**config.mk**
```make
export PLATFORM = sky130hd
export DESIGN_NAME = cartridge_bank_mapper_unit
export DESIGN_NICKNAME = d
export VERILOG_FILES = /design/src/rtl/cbm_pkg.sv /design/src/rtl/cartridge_bank_mapper_unit.sv /design/src/rtl/cbm_decode.sv
export SDC_FILE = /design/constraint.sdc
export NUM_CORES = 1
export LEC_CHECK = 0
export BUFFER_PORTS_ARGS = -buffer_cell sky130_fd_sc_hd__clkbuf_2
export CAP_MARGIN = 15
export CORE_ASPECT_RATIO = 0.9
export CORE_MARGIN = 2
export CORE_UTILIZATION = 30
export DETAILED_ROUTE_END_ITERATION = 8
export GPL_TIMING_DRIVEN = 0
export PLACE_DENSITY = 0.55
export SYNTH_ARGS = -nofsm -noshare
export SYNTH_HDL_FRONTEND = slang
export SYNTH_SLANG_ARGS = --single-unit
```
**constraint.sdc**
```tcl
create_clock -name aclk -period 2.15 [get_ports aclk]
set_clock_uncertainty 0.1 [all_clocks]
set_input_delay 0.3225 -clock aclk [delete_from_list [all_inputs] [get_ports aclk]]
set_output_delay 0.3225 -clock aclk [all_outputs]
set_load 0.02 [all_outputs]
```
**src/rtl/cbm_pkg.sv**
```systemverilog
`timescale 1ns / 1ps

package cbm_pkg;

    // Physical address widths of the attached ROM and RAM.
    localparam int ROM_ADDRESS_BITS = 23;
    localparam int RAM_ADDRESS_BITS = 17;

    localparam int PHYS_W    = 23;
    localparam int CLOCK_REGS = 5;
    localparam int CLOCK_IDX_W = $clog2(CLOCK_REGS);

    localparam logic [PHYS_W-1:0] ROM_MASK = PHYS_W'((64'd1 << ROM_ADDRESS_BITS) - 64'd1);
    localparam logic [PHYS_W-1:0] RAM_MASK = PHYS_W'((64'd1 << RAM_ADDRESS_BITS) - 64'd1);

    localparam logic [7:0] OPEN_BUS   = 8'hFF;
    localparam logic [3:0] ENABLE_KEY = 4'hA;

    typedef enum logic [2:0] {
        MAP_NONE = 3'd0,
        MAP_MBC1 = 3'd1,
        MAP_MBC2 = 3'd2,
        MAP_MBC3 = 3'd3,
        MAP_MBC5 = 3'd4
    } cbm_kind_t;

    typedef enum logic [1:0] {
        TGT_NONE  = 2'd0,
        TGT_ROM   = 2'd1,
        TGT_RAM   = 2'd2,
        TGT_CLOCK = 2'd3
    } cbm_target_t;

    // Configuration register indexes.
    localparam logic CFG_MAPPER_KIND  = 1'b0;
    localparam logic CFG_HAS_CART_RAM = 1'b1;

    typedef struct packed {
        logic       ram_enabled;
        logic [8:0] rom_bank;
        logic [7:0] ram_bank;
        logic       banking_mode;
    } cbm_state_t;

    typedef struct packed {
        logic                   en;
        logic [CLOCK_IDX_W-1:0] idx;
        logic [7:0]             data;
    } cbm_clk_wr_t;

    typedef struct packed {
        cbm_target_t       target;
        logic [PHYS_W-1:0] physical_address;
        logic [7:0]        read_data;
        logic              nibble_only;
    } cbm_result_t;

endpackage

```
**src/rtl/cartridge_bank_mapper_unit.sv**
```systemverilog
`timescale 1ns / 1ps

// Cartridge bank controller. Each word on the s_ channel is one CPU bus access:
// s_tuser is the direction (0 read, 1 write), s_tdata carries the address and
// the write byte. Each access gives exactly one result word on the m_ channel
// naming the target (open bus, ROM, cartridge RAM or clock register), the
// physical byte address after banking, register read data and the nibble mark.
// Bank-register writes take effect for the very next access.
// The result is registered: an accepted word shows on m_tvalid in the cycle after it.
// Throughput is one word per cycle while the receiver keeps m_tready high; the decode
// and bank concatenation sit between the input handshake and the result register.
// When the receiver stalls, the result register holds and s_tready drops only
// while a held result is not being taken in the same cycle.
// Synchronous reset (aresetn low) empties the result register, sets the mapper
// kind to none with no cartridge RAM, RAM disabled, ROM bank 1, RAM bank 0,
// banking mode 0 and all clock registers to zero.
// The configuration port writes mapper kind (index 0) and RAM presence
// (index 1); write it only while no access is in flight.

module cartridge_bank_mapper_unit
    import cbm_pkg::*;
(
    input  logic        aclk,
    input  logic        aresetn,

    input  logic        cfg_wr_en,
    input  logic        cfg_addr,
    input  logic [2:0]  cfg_wr_data,

    input  logic        s_tvalid,
    output logic        s_tready,
    input  logic [23:0] s_tdata,   // bus_address[15:0], write_data[23:16]
    input  logic        s_tuser,   // mode[0]

    output logic        m_tvalid,
    input  logic        m_tready,
    output logic [31:0] m_tdata,   // physical_address[22:0], read_data[30:23], zero[31]
    output logic [2:0]  m_tuser    // target[1:0], nibble_only[2]
);

    cbm_kind_t                  mapper_kind_reg;
    logic                       has_cart_ram_reg;
    cbm_state_t                 state_reg;
    cbm_state_t                 state_next;
    logic [CLOCK_REGS-1:0][7:0] clock_reg;
    cbm_clk_wr_t                clk_wr;
    cbm_result_t                result_next;
    cbm_result_t                result_reg;
    logic                       m_tvalid_reg;
    logic                       in_accept;

    assign s_tready  = !m_tvalid_reg || m_tready;
    assign in_accept = s_tvalid && s_tready;

    cbm_decode u_decode (
        .mapper_kind  (mapper_kind_reg),
        .has_cart_ram (has_cart_ram_reg),
        .state        (state_reg),
        .clock_regs   (clock_reg),
        .mode         (s_tuser),
        .bus_address  (s_tdata[15:0]),
        .write_data   (s_tdata[23:16]),
        .state_next   (state_next),
        .clk_wr       (clk_wr),
        .result       (result_next)
    );

    always_ff @(posedge aclk) begin
        if (!aresetn) begin
            mapper_kind_reg        <= MAP_NONE;
            has_cart_ram_reg       <= 1'b0;
            state_reg.ram_enabled  <= 1'b0;
            state_reg.rom_bank     <= 9'd1;
            state_reg.ram_bank     <= 8'd0;
            state_reg.banking_mode <= 1'b0;
            clock_reg              <= '0;
            m_tvalid_reg           <= 1'b0;
        end else begin
            if (cfg_wr_en) begin
                if (cfg_addr == CFG_MAPPER_KIND) mapper_kind_reg <= cbm_kind_t'(cfg_wr_data);
                else if (cfg_addr == CFG_HAS_CART_RAM) has_cart_ram_reg <= cfg_wr_data[0];
            end
            if (in_accept) begin
                state_reg    <= state_next;
                m_tvalid_reg <= 1'b1;
                if (clk_wr.en) clock_reg[clk_wr.idx] <= clk_wr.data;
            end else if (m_tready) begin
                m_tvalid_reg <= 1'b0;
            end
        end
    end

    always_ff @(posedge aclk) begin
        if (in_accept) begin
            result_reg <= result_next;
        end
    end

    assign m_tvalid = m_tvalid_reg;
    assign m_tdata  = {1'b0, result_reg.read_data, result_reg.physical_address};
    assign m_tuser  = {result_reg.nibble_only, result_reg.target};

    a_nibble_is_ram: assert property (@(posedge aclk) disable iff (!aresetn)
        (m_tvalid && m_tuser[2]) |-> (m_tuser[1:0] == TGT_RAM))
        else $error("nibble mark on a result that is not cartridge RAM");

    a_open_bus_shape: assert property (@(posedge aclk) disable iff (!aresetn)
        (m_tvalid && m_tuser[1:0] == TGT_NONE) |-> (m_tdata[30:23] == OPEN_BUS
                                                    && m_tdata[22:0] == 23'd0))
        else $error("open-bus result without 0xFF data and zero address");

    a_memory_data_zero: assert property (@(posedge aclk) disable iff (!aresetn)
        (m_tvalid && (m_tuser[1:0] == TGT_ROM || m_tuser[1:0] == TGT_RAM))
            |-> (m_tdata[30:23] == 8'd0))
        else $error("memory result carries register data");

    a_stall_blocks_input: assert property (@(posedge aclk) disable iff (!aresetn)
        (m_tvalid && !m_tready) |-> !s_tready)
        else $error("input taken while an undelivered result is held");

endmodule

```
**src/rtl/cbm_decode.sv**
```systemverilog
`timescale 1ns / 1ps

module cbm_decode
    import cbm_pkg::*;
(
    input  cbm_kind_t                        mapper_kind,
    input  logic                             has_cart_ram,
    input  cbm_state_t                       state,
    input  logic [CLOCK_REGS-1:0][7:0]       clock_regs,
    input  logic                             mode,
    input  logic [15:0]                      bus_address,
    input  logic [7:0]                       write_data,
    output cbm_state_t                       state_next,
    output cbm_clk_wr_t                      clk_wr,
    output cbm_result_t                      result
);

    logic             kind_known;
    logic             set_enable;
    logic [8:0]       rom_bank_sel;
    logic             ram_hit;
    logic [7:0]       ram_bank_sel;
    logic [12:0]      offset;
    logic [20:0]      ram_linear;
    logic [CLOCK_IDX_W-1:0] clk_idx;
    logic [7:0]       clk_value;

    // Clock registers sit at bank codes 8 through 12, so the low bits give the index.
    function automatic logic [CLOCK_IDX_W-1:0] ram_bank_sel_idx(input logic [7:0] bank);
        return bank[CLOCK_IDX_W-1:0];
    endfunction

    assign kind_known = mapper_kind inside {MAP_NONE, MAP_MBC1, MAP_MBC2, MAP_MBC3, MAP_MBC5};
    assign set_enable = (write_data[3:0] == ENABLE_KEY);
    assign offset     = bus_address[12:0];
    assign ram_linear = {ram_bank_sel, offset};
    assign clk_idx    = ram_bank_sel_idx(state.ram_bank);
    assign clk_value  = mode ? write_data : clock_regs[clk_idx];

    always_comb begin
        if (!bus_address[14]) begin
            rom_bank_sel = (mapper_kind == MAP_MBC1 && state.banking_mode)
                         ? {2'b00, state.ram_bank[1:0], 5'b00000} : 9'd0;
        end else if (mapper_kind == MAP_MBC1) begin
            rom_bank_sel = {2'b00, state.ram_bank[1:0], state.rom_bank[4:0]};
        end else if (mapper_kind == MAP_NONE) begin
            rom_bank_sel = 9'd1;
        end else begin
            rom_bank_sel = state.rom_bank;
        end
    end

    always_comb begin
        state_next = state;
        clk_wr     = '0;
        ram_hit    = 1'b0;
        ram_bank_sel = 8'd0;
        result.target           = TGT_NONE;
        result.physical_address = '0;
        result.read_data        = OPEN_BUS;
        result.nibble_only      = 1'b0;

        if (kind_known) begin
            if (!bus_address[15]) begin
                if (mode) begin
                    case (mapper_kind)
                        MAP_NONE: begin
                            if (bus_address[14:13] == 2'd0) state_next.ram_enabled = set_enable;
                        end
                        MAP_MBC1: begin
                            case (bus_address[14:13])
                                2'd0: state_next.ram_enabled = set_enable;
                                2'd1: state_next.rom_bank = {4'd0, (write_data[4:0] == 5'd0)
                                                            ? 5'd1 : write_data[4:0]};
                                2'd2: state_next.ram_bank = {6'd0, write_data[1:0]};
                                default: state_next.banking_mode = write_data[0];
                            endcase
                        end
                        MAP_MBC2: begin
                            // Address bit 8 separates the bank register from the enable.
                            if (!bus_address[14]) begin
                                if (bus_address[8]) begin
                                    state_next.rom_bank = {5'd0, (write_data[3:0] == 4'd0)
                                                          ? 4'd1 : write_data[3:0]};
                                end else begin
                                    state_next.ram_enabled = set_enable;
                                end
                            end
                        end
                        MAP_MBC3: begin
                            case (bus_address[14:13])
                                2'd0: state_next.ram_enabled = set_enable;
                                2'd1: state_next.rom_bank = {1'b0, (write_data == 8'd0)
                                                            ? 8'd1 : write_data};
                                2'd2: state_next.ram_bank = write_data;
                                default: ;
                            endcase
                        end
                        default: begin
                            case (bus_address[14:13])
                                2'd0: state_next.ram_enabled = set_enable;
                                2'd1: begin
                                    if (bus_address[12]) state_next.rom_bank[8] = write_data[0];
                                    else state_next.rom_bank[7:0] = write_data;
                                end
                                2'd2: state_next.ram_bank = {4'd0, write_data[3:0]};
                                default: ;
                            endcase
                        end
                    endcase
                end else begin
                    result.target           = TGT_ROM;
                    result.physical_address = {rom_bank_sel, bus_address[13:0]} & ROM_MASK;
                    result.read_data        = 8'd0;
                end
            end else if (bus_address[14:13] == 2'b01 && state.ram_enabled) begin
                case (mapper_kind)
                    MAP_MBC2: begin
                        // Built-in 512-nibble RAM mirrors across the window.
                        result.target           = TGT_RAM;
                        result.physical_address = {14'd0, offset[8:0]} & RAM_MASK;
                        result.read_data        = 8'd0;
                        result.nibble_only      = 1'b1;
                    end
                    MAP_MBC3: begin
                        if (state.ram_bank < 8'd4) begin
                            ram_hit      = 1'b1;
                            ram_bank_sel = state.ram_bank;
                        end else if (state.ram_bank >= 8'd8 && state.ram_bank <= 8'd12) begin
                            clk_wr.en   = mode;
                            clk_wr.idx  = clk_idx;
                            clk_wr.data = write_data;
                            result.target    = TGT_CLOCK;
                            result.read_data = clk_value;
                        end
                    end
                    MAP_MBC1: begin
                        ram_hit      = 1'b1;
                        ram_bank_sel = state.banking_mode ? {6'd0, state.ram_bank[1:0]} : 8'd0;
                    end
                    MAP_MBC5: begin
                        ram_hit      = 1'b1;
                        ram_bank_sel = {4'd0, state.ram_bank[3:0]};
                    end
                    default: begin
                        ram_hit = 1'b1;
                    end
                endcase
                if (ram_hit && has_cart_ram) begin
                    result.target           = TGT_RAM;
                    result.read_data        = 8'd0;
                    result.physical_address = {2'b00, ram_linear} & RAM_MASK;
                end
            end
        end
    end

endmodule
```
==> run summary, run 1 <==
Initial Utilization = 0.305
FMAX = 494 MHz
clock sink count = 98
Final min period = 2.02 ns
total track usage = 0.171
Mapped Cells = 476
Ys Warns = 0
worst vdd ir = 0.000366 V
top cells by area, synth = dfxtp_1, edfxtp_1, mux2i_1, nand2_1, a21oi_1
Post-synth EDFFs = 34
Die W = 136 um
Reg-to-Reg End = clock_reg[13]
Post-synth top cells = dfxtp_1, nand2_1, mux2i_1
asr flop ratio synth = 0
max cap viols = 0
synthesized area per cell = 9.86 um^2
R2R Path Start = mapper_kind_reg[0]
post-synthesis cell area = 0.00469 mm^2
Worst Setup End Kind = flip-flop
Pre-antenna DRT Iters = 4
iteration-0 DRC count of the detailed router = 223
number of flip-flops in the largest register = 40
Post-DP Area = 0.00528 mm^2
CTS tree = done
first-pass GRT wire length = 21200 um
Via-to-Cell Ratio = 5.22
relative slew slack = 0.505
initial antenna violation count = 0
Final Hold Fails = 0
FP Rows = 43
Fillers = 1592
startpoint types = flip-flop
post-synth top area cell = dfxtp_1
largest net degree at the start of global routing = 35
sequential share of the synthesized area = 0.490
CTS H-tree lvls = 3
height of the die = 123 um
Final HPWL DP = 9760 um
fraction of layout cells with a size suffix above 1 = 0.214
Slew @ Worst Pin = 0.742 ns
routability cong. = 0.856
Worst-Skew Late Latency = 0.36 ns
hold depth = 3
num ports = 71
post-synth top area share = 0.273
critical path peak fanout = 10
Clock Tree Root = clkbuf_16
static leakage = 2.25 nW
die area = 0.0167 mm^2
post-route cell area = 0.00567 mm^2
total number of vias = 3984
final std cells w/o fill = 763
final worst-path cycle share = 0.942
# DRC = 0
final core area utilization = 0.369
DRT Wirelength = 13800 um
most common cell in the netlist = dfxtp_1
r2r setup slk = 0.13 ns
outcome = finished, final reports clean
Worst Setup SP = mapper_kind_reg[0]
Worst Hold Class = in -> reg
final setup vio count = 0
Required @ worst endpoint = 2.32 ns
R2R cell count = 6
Clock Path Buffers = 2
PortBufs = 67
dpl cells = 745
TritonCTS Buffers = 9
post-synth cell types = 60
routed len/inst = 18.1 um
Area Growth Syn to Fin = 20.8%
nets@finish = 590
Reg clk slew, reported paths = 0.06 ns
Mapped Nets = 510
total grt overflow = 0
data arrival time of the worst path = 2.20 ns
post-synthesis register bit count = 98
antenna-violating nets left = 0
Slew Limit Fails = 0
unrepaired setup endpoints after global routing = no
Hold-fix buffers, CTS = 0
number of global-route vias before repair = 3817
critical path class = reg -> reg
number of inserted diodes = 0
ys flop type = dfxtp_1
core area = 0.0154 mm^2
crit path to = clock_reg[13]
P per Cell Area = 689 mW/mm^2
## worst max-delay path: stages (launching register included)
cell and delay, ns:
dfxtp_1 0.40, clkbuf_4 0.23, nand4b_1 0.18, nor4_4 0.34
buf_12 0.17, nand4_4 0.26, mux2i_1 0.26
## area by class of cell
| cell class | instances | area [um^2] | area share |
|---|---|---|---|
| clock buffers | 13 | 240 | 0.0424 |
| multi-input cells | 336 | 2270 | 0.401 |
| repair buffers | 72 | 385 | 0.0680 |
| inverters | 12 | 45.0 | 0.00794 |
| flip-flops and latches | 98 | 2300 | 0.406 |
| clock inverters | 3 | 42.5 | 0.00750 |
| well taps | 202 | 253 | 0.0446 |
| plain buffers | 27 | 125 | 0.0221 |
## layout by cell type, fill, tap and decap left out, types with 3 or more instances in the layout
master / n
clkbuf_2: 73
nand4_1: 6
edfxtp_1: 34
o21a_1: 3
nand2_1: 61
and2_1: 12
a21oi_1: 32
and3_1: 8
o2111ai_1: 8
inv_1: 11
clkbuf_1: 19
a31oi_1: 10
dfxtp_1: 62
nor2b_1: 6
buf_4: 6
nor3_1: 12
mux2i_1: 50
nand2b_1: 9
clkbuf_16: 9
nand4b_1: 6
nand3_1: 18
o21ai_0: 23
nor2_1: 19
nand4_4: 4
## stage by stage
stage | setup WS, ns | power [mW] | TNS [ns] | hold WS [ns]
4_1_cts | 0.0108 | 3.93 | 0 | 0.0869
2_1_floorplan | 0.0489 | 2.20 | 0 | 0.333
3_5_place_dp | -0.341 | 2.35 | -13.07 | 0.349
3_3_place_gp | -0.266 | 2.34 | -11.45 | 0.340
6_report | 0.125 | 3.91 | 0 | 0.0953
5_1_grt | 0.00530 | 4.03 | 0 | 0.128
## where the power goes
part	internal [mW]	leakage, nW	switching [mW]
clock	0.902	0.134	0.687
combinational	0.101	1.27	0.240
sequential	1.96	0.849	0.0164
## cell families after synthesis
logic type | Yosys count | synth area share
buffers and inverters | 42 | 0.0352
muxes | 51 | 0.111
other | 1 | 0.000799
DFF | 98 | 0.490
AOI/OAI and AO/OA | 95 | 0.130
and+or+nand+nor | 188 | 0.230
xor gates and xnor gates | 1 | 0.00187
## layer usage
layer  share of wire  GRT usage
met5               0          0
met4           0.021     0.0723
met3           0.069     0.0347
met2            0.44      0.263
met1            0.47      0.234
## what timing repair did
| action | in CTS | in global routing |
|---|---|---|
| pin swaps | 2 | 1 |
| setup endpoints to repair | 60 | 93 |
| gates cloned | 0 | 0 |
| setup buffers | 3 | 2 |
| resized for setup | 10 | 13 |
## worst min path at each step
stage	startpoint	to	slack (ns)
5_1_grt	cfg_wr_data[2]	mapper_kind_reg[2]	0.13
2_1_floorplan	clock_reg[32]	clock_reg[32]	0.33
3_5_place_dp	clock_reg[32]	clock_reg[32]	0.35
3_3_place_gp	clock_reg[33]	clock_reg[33]	0.34
6_report	cfg_wr_data[1]	mapper_kind_reg[1]	0.1
4_1_cts	cfg_wr_data[1]	mapper_kind_reg[1]	0.09
(Power assumes the default switching activity.)
==> run 2, diff against run 1 <==
CORE_UTILIZATION = 52   (was 30)
PLACE_DENSITY = 0.82   (was 0.55)
SYNTH_HIERARCHICAL = 1   (was default)
==> run 2 against run 1 <==
The flow now finishes with violations (negative setup slack); sequential share of layout area is 2.1 points lower; hold slack better by 0.016 ns; clock power is 23% lower; synthesized cell count is 4.0% higher; clock-buffer cell count is 3 lower; critical path depth is 2 higher; via count is 6.7% higher; non-clock buffer count is 18 higher; critical endpoint is now clock_reg[35]; highest routed layer unchanged; sequential power hardly changed; power is 8.4% lower.
==> run summary, run 2 <==
Max stage delay cell, worst path = nor4_4
iteration-0 DRC count of the detailed router = 367
FMAX = 433 MHz
relative slew slack = 0.395
sequential share of the synthesized area = 0.453
outcome = complete, but fails checks
Post-synth top cells = nand2_1, dfxtp_1, mux2i_1
Area Growth Syn to Fin = 18.2%
die area = 0.0106 mm^2
max cap viols = 0
Final min period = 2.31 ns
num ports = 71
Required @ worst endpoint = 2.34 ns
number of global-route vias before repair = 4093
Worst-Skew Late Latency = 0.37 ns
Clock Tree Root = clkbuf_8
Mapped Nets = 529
failing checks = negative setup slack
Setup TNS = -5.19 ns
nets@finish = 621
post-synth top area cell = dfxtp_1
number of flip-flops in the largest register = 40
TritonCTS Buffers = 9
most common cell in the netlist = nand2_1
PortBufs = 66
FP Rows = 34
data arrival time of the worst path = 2.51 ns
Die W = 108 um
CTS H-tree lvls = 3
Final Hold Fails = 0
critical path class = reg -> reg
crit path cell chain = nor4_4 -> nand4_1 -> nor2_4 -> buf_8 -> and2_4 -> and4bb_2 -> nand3_4 -> mux2i_1
largest net degree at the start of global routing = 35
Clock Path Buffers = 2
core area = 0.00957 mm^2
Slew @ Worst Pin = 0.905 ns
total track usage = 0.245
number of inserted diodes = 0
Fillers = 777
Mapped Cells = 495
# DRC = 0
r2r setup slk = -0.16 ns
final worst-path cycle share = 1.07
final setup vio count = 43
Worst Hold Class = in -> reg
height of the die = 97.7 um
routed len/inst = 17.9 um
static leakage = 2.36 nW
Slew Limit Fails = 0
dpl cells = 687
final std cells w/o fill = 718
clock sink count = 98
critical path peak fanout = 8
Pre-antenna DRT Iters = 5
antenna-violating nets left = 0
Reg clk slew, reported paths = 0.10 ns
Worst Setup End Kind = flip-flop
top cells by area, synth = dfxtp_1, edfxtp_1, mux2i_1, nand2_1, mux4_2
total grt overflow = 0
Via-to-Cell Ratio = 5.92
Ys Warns = 6
fraction of layout cells with a size suffix above 1 = 0.287
unrepaired setup endpoints after global routing = yes
Slowest Stage Delay on Critical Path = 0.38 ns
most common cell after layout, fill and taps aside = nand2_1
Initial Utilization = 0.530
post-synthesis cell area = 0.00508 mm^2
synthesized area per cell = 10.3 um^2
ys flop type = dfxtp_1
Hold Slack = 0.111 ns
routability cong. = 0.925
DRT Wirelength = 12900 um
Final HPWL DP = 9250 um
Post-synth EDFFs = 34
Hold-fix buffers, CTS = 0
post-synth cell types = 66
initial antenna violation count = 0
first-pass GRT wire length = 20300 um
most frequent cells in the layout = nand2_1, clkbuf_2, dfxtp_1
PnR worst setup slack = -0.161 ns
Overall Power = 3.58 mW
total number of vias = 4251
startpoint types = flip-flop
worst vdd ir = 0.000289 V
asr flop ratio synth = 0
CTS tree = done
post-synth top area share = 0.252
P per Cell Area = 597 mW/mm^2
post-synthesis register bit count = 98
[run 2: cell types whose count changed after synthesis, moves of 8 or more]
cell       previous run  this run
a21oi_1              32         9
a21boi_0              0        13
a22o_1                0        10
nor2_1               20        10
buf_2                 0         9
a22oi_1               0         8
and2_1               13        21
and3_1                8         0
nand2_1              61        69
o2111ai_1             8         0
[run 2: path summary, 6_finish.rpt]
path	start	end	cells past startpoint
max	state_reg[8]	clock_reg[35]	8
min	cfg_wr_data[0]	has_cart_ram_reg	3
max reg2reg	state_reg[8]	clock_reg[35]	8
min reg2reg	clock_reg[11]	clock_reg[11]	2
[run 2: critical path: cells and delay by family (launching register included)]
family	cells	cell delay, ns
DFF	1	0.35
muxes	1	0.23
buffers and inverters	1	0.12
and+or+nand+nor	6	1.43
[run 2: cells by family after synthesis]
family          share of synthesized area
compound gates                      0.158
buf+inv                            0.0377
flops                               0.453
mux                                 0.131
other cells                      0.000739
simple gates                        0.218
[run 2: stage by stage]
stage	cell area, um^2	utilization	setup WS [ns]
2_1_floorplan	5100	-	0.00377
3_3_place_gp	5590	0.584	-0.415
3_5_place_dp	5590	0.584	-0.493
4_1_cts	5940	0.621	-0.130
5_1_grt	6000	0.627	-0.204
6_report	6000	0.627	-0.161
[run 2: area by class of cell]
type                            count  area [um^2]  area share
Multi-Input combinational cell    356         2640       0.440
Sequential cell                    98         2310       0.385
Timing Repair Buffer               83          458      0.0763
Buffer                             34          200      0.0334
Tap cell                          126          158      0.0263
Clock buffer                       10          149      0.0248
Clock inverter                      6         62.6      0.0104
Inverter                            5         21.3     0.00354
[run 2: per-layer routing]
layer / global-route usage / part of all wire / vias to the layer above
met3: 0.0427 / 0.078 / 30
met4: 0.107 / 0.023 / 0
met2: 0.389 / 0.46 / 205
li1: - / - / 2018
met5: 0 / 0 / -
met1: 0.332 / 0.44 / 1998
[run 2: timing repair]
action,CTS,global route
resized for setup,21,6
pin swaps,7,7
buffers inserted,11,6
setup endpoints to repair,52,52
[run 2: report_power, final]
| group | internal [mW] | leakage, nW | switching, mW |
|---|---|---|---|
| combinational | 0.125 | 1.41 | 0.258 |
| sequential | 1.96 | 0.852 | 0.0189 |
| clock | 0.524 | 0.108 | 0.693 |
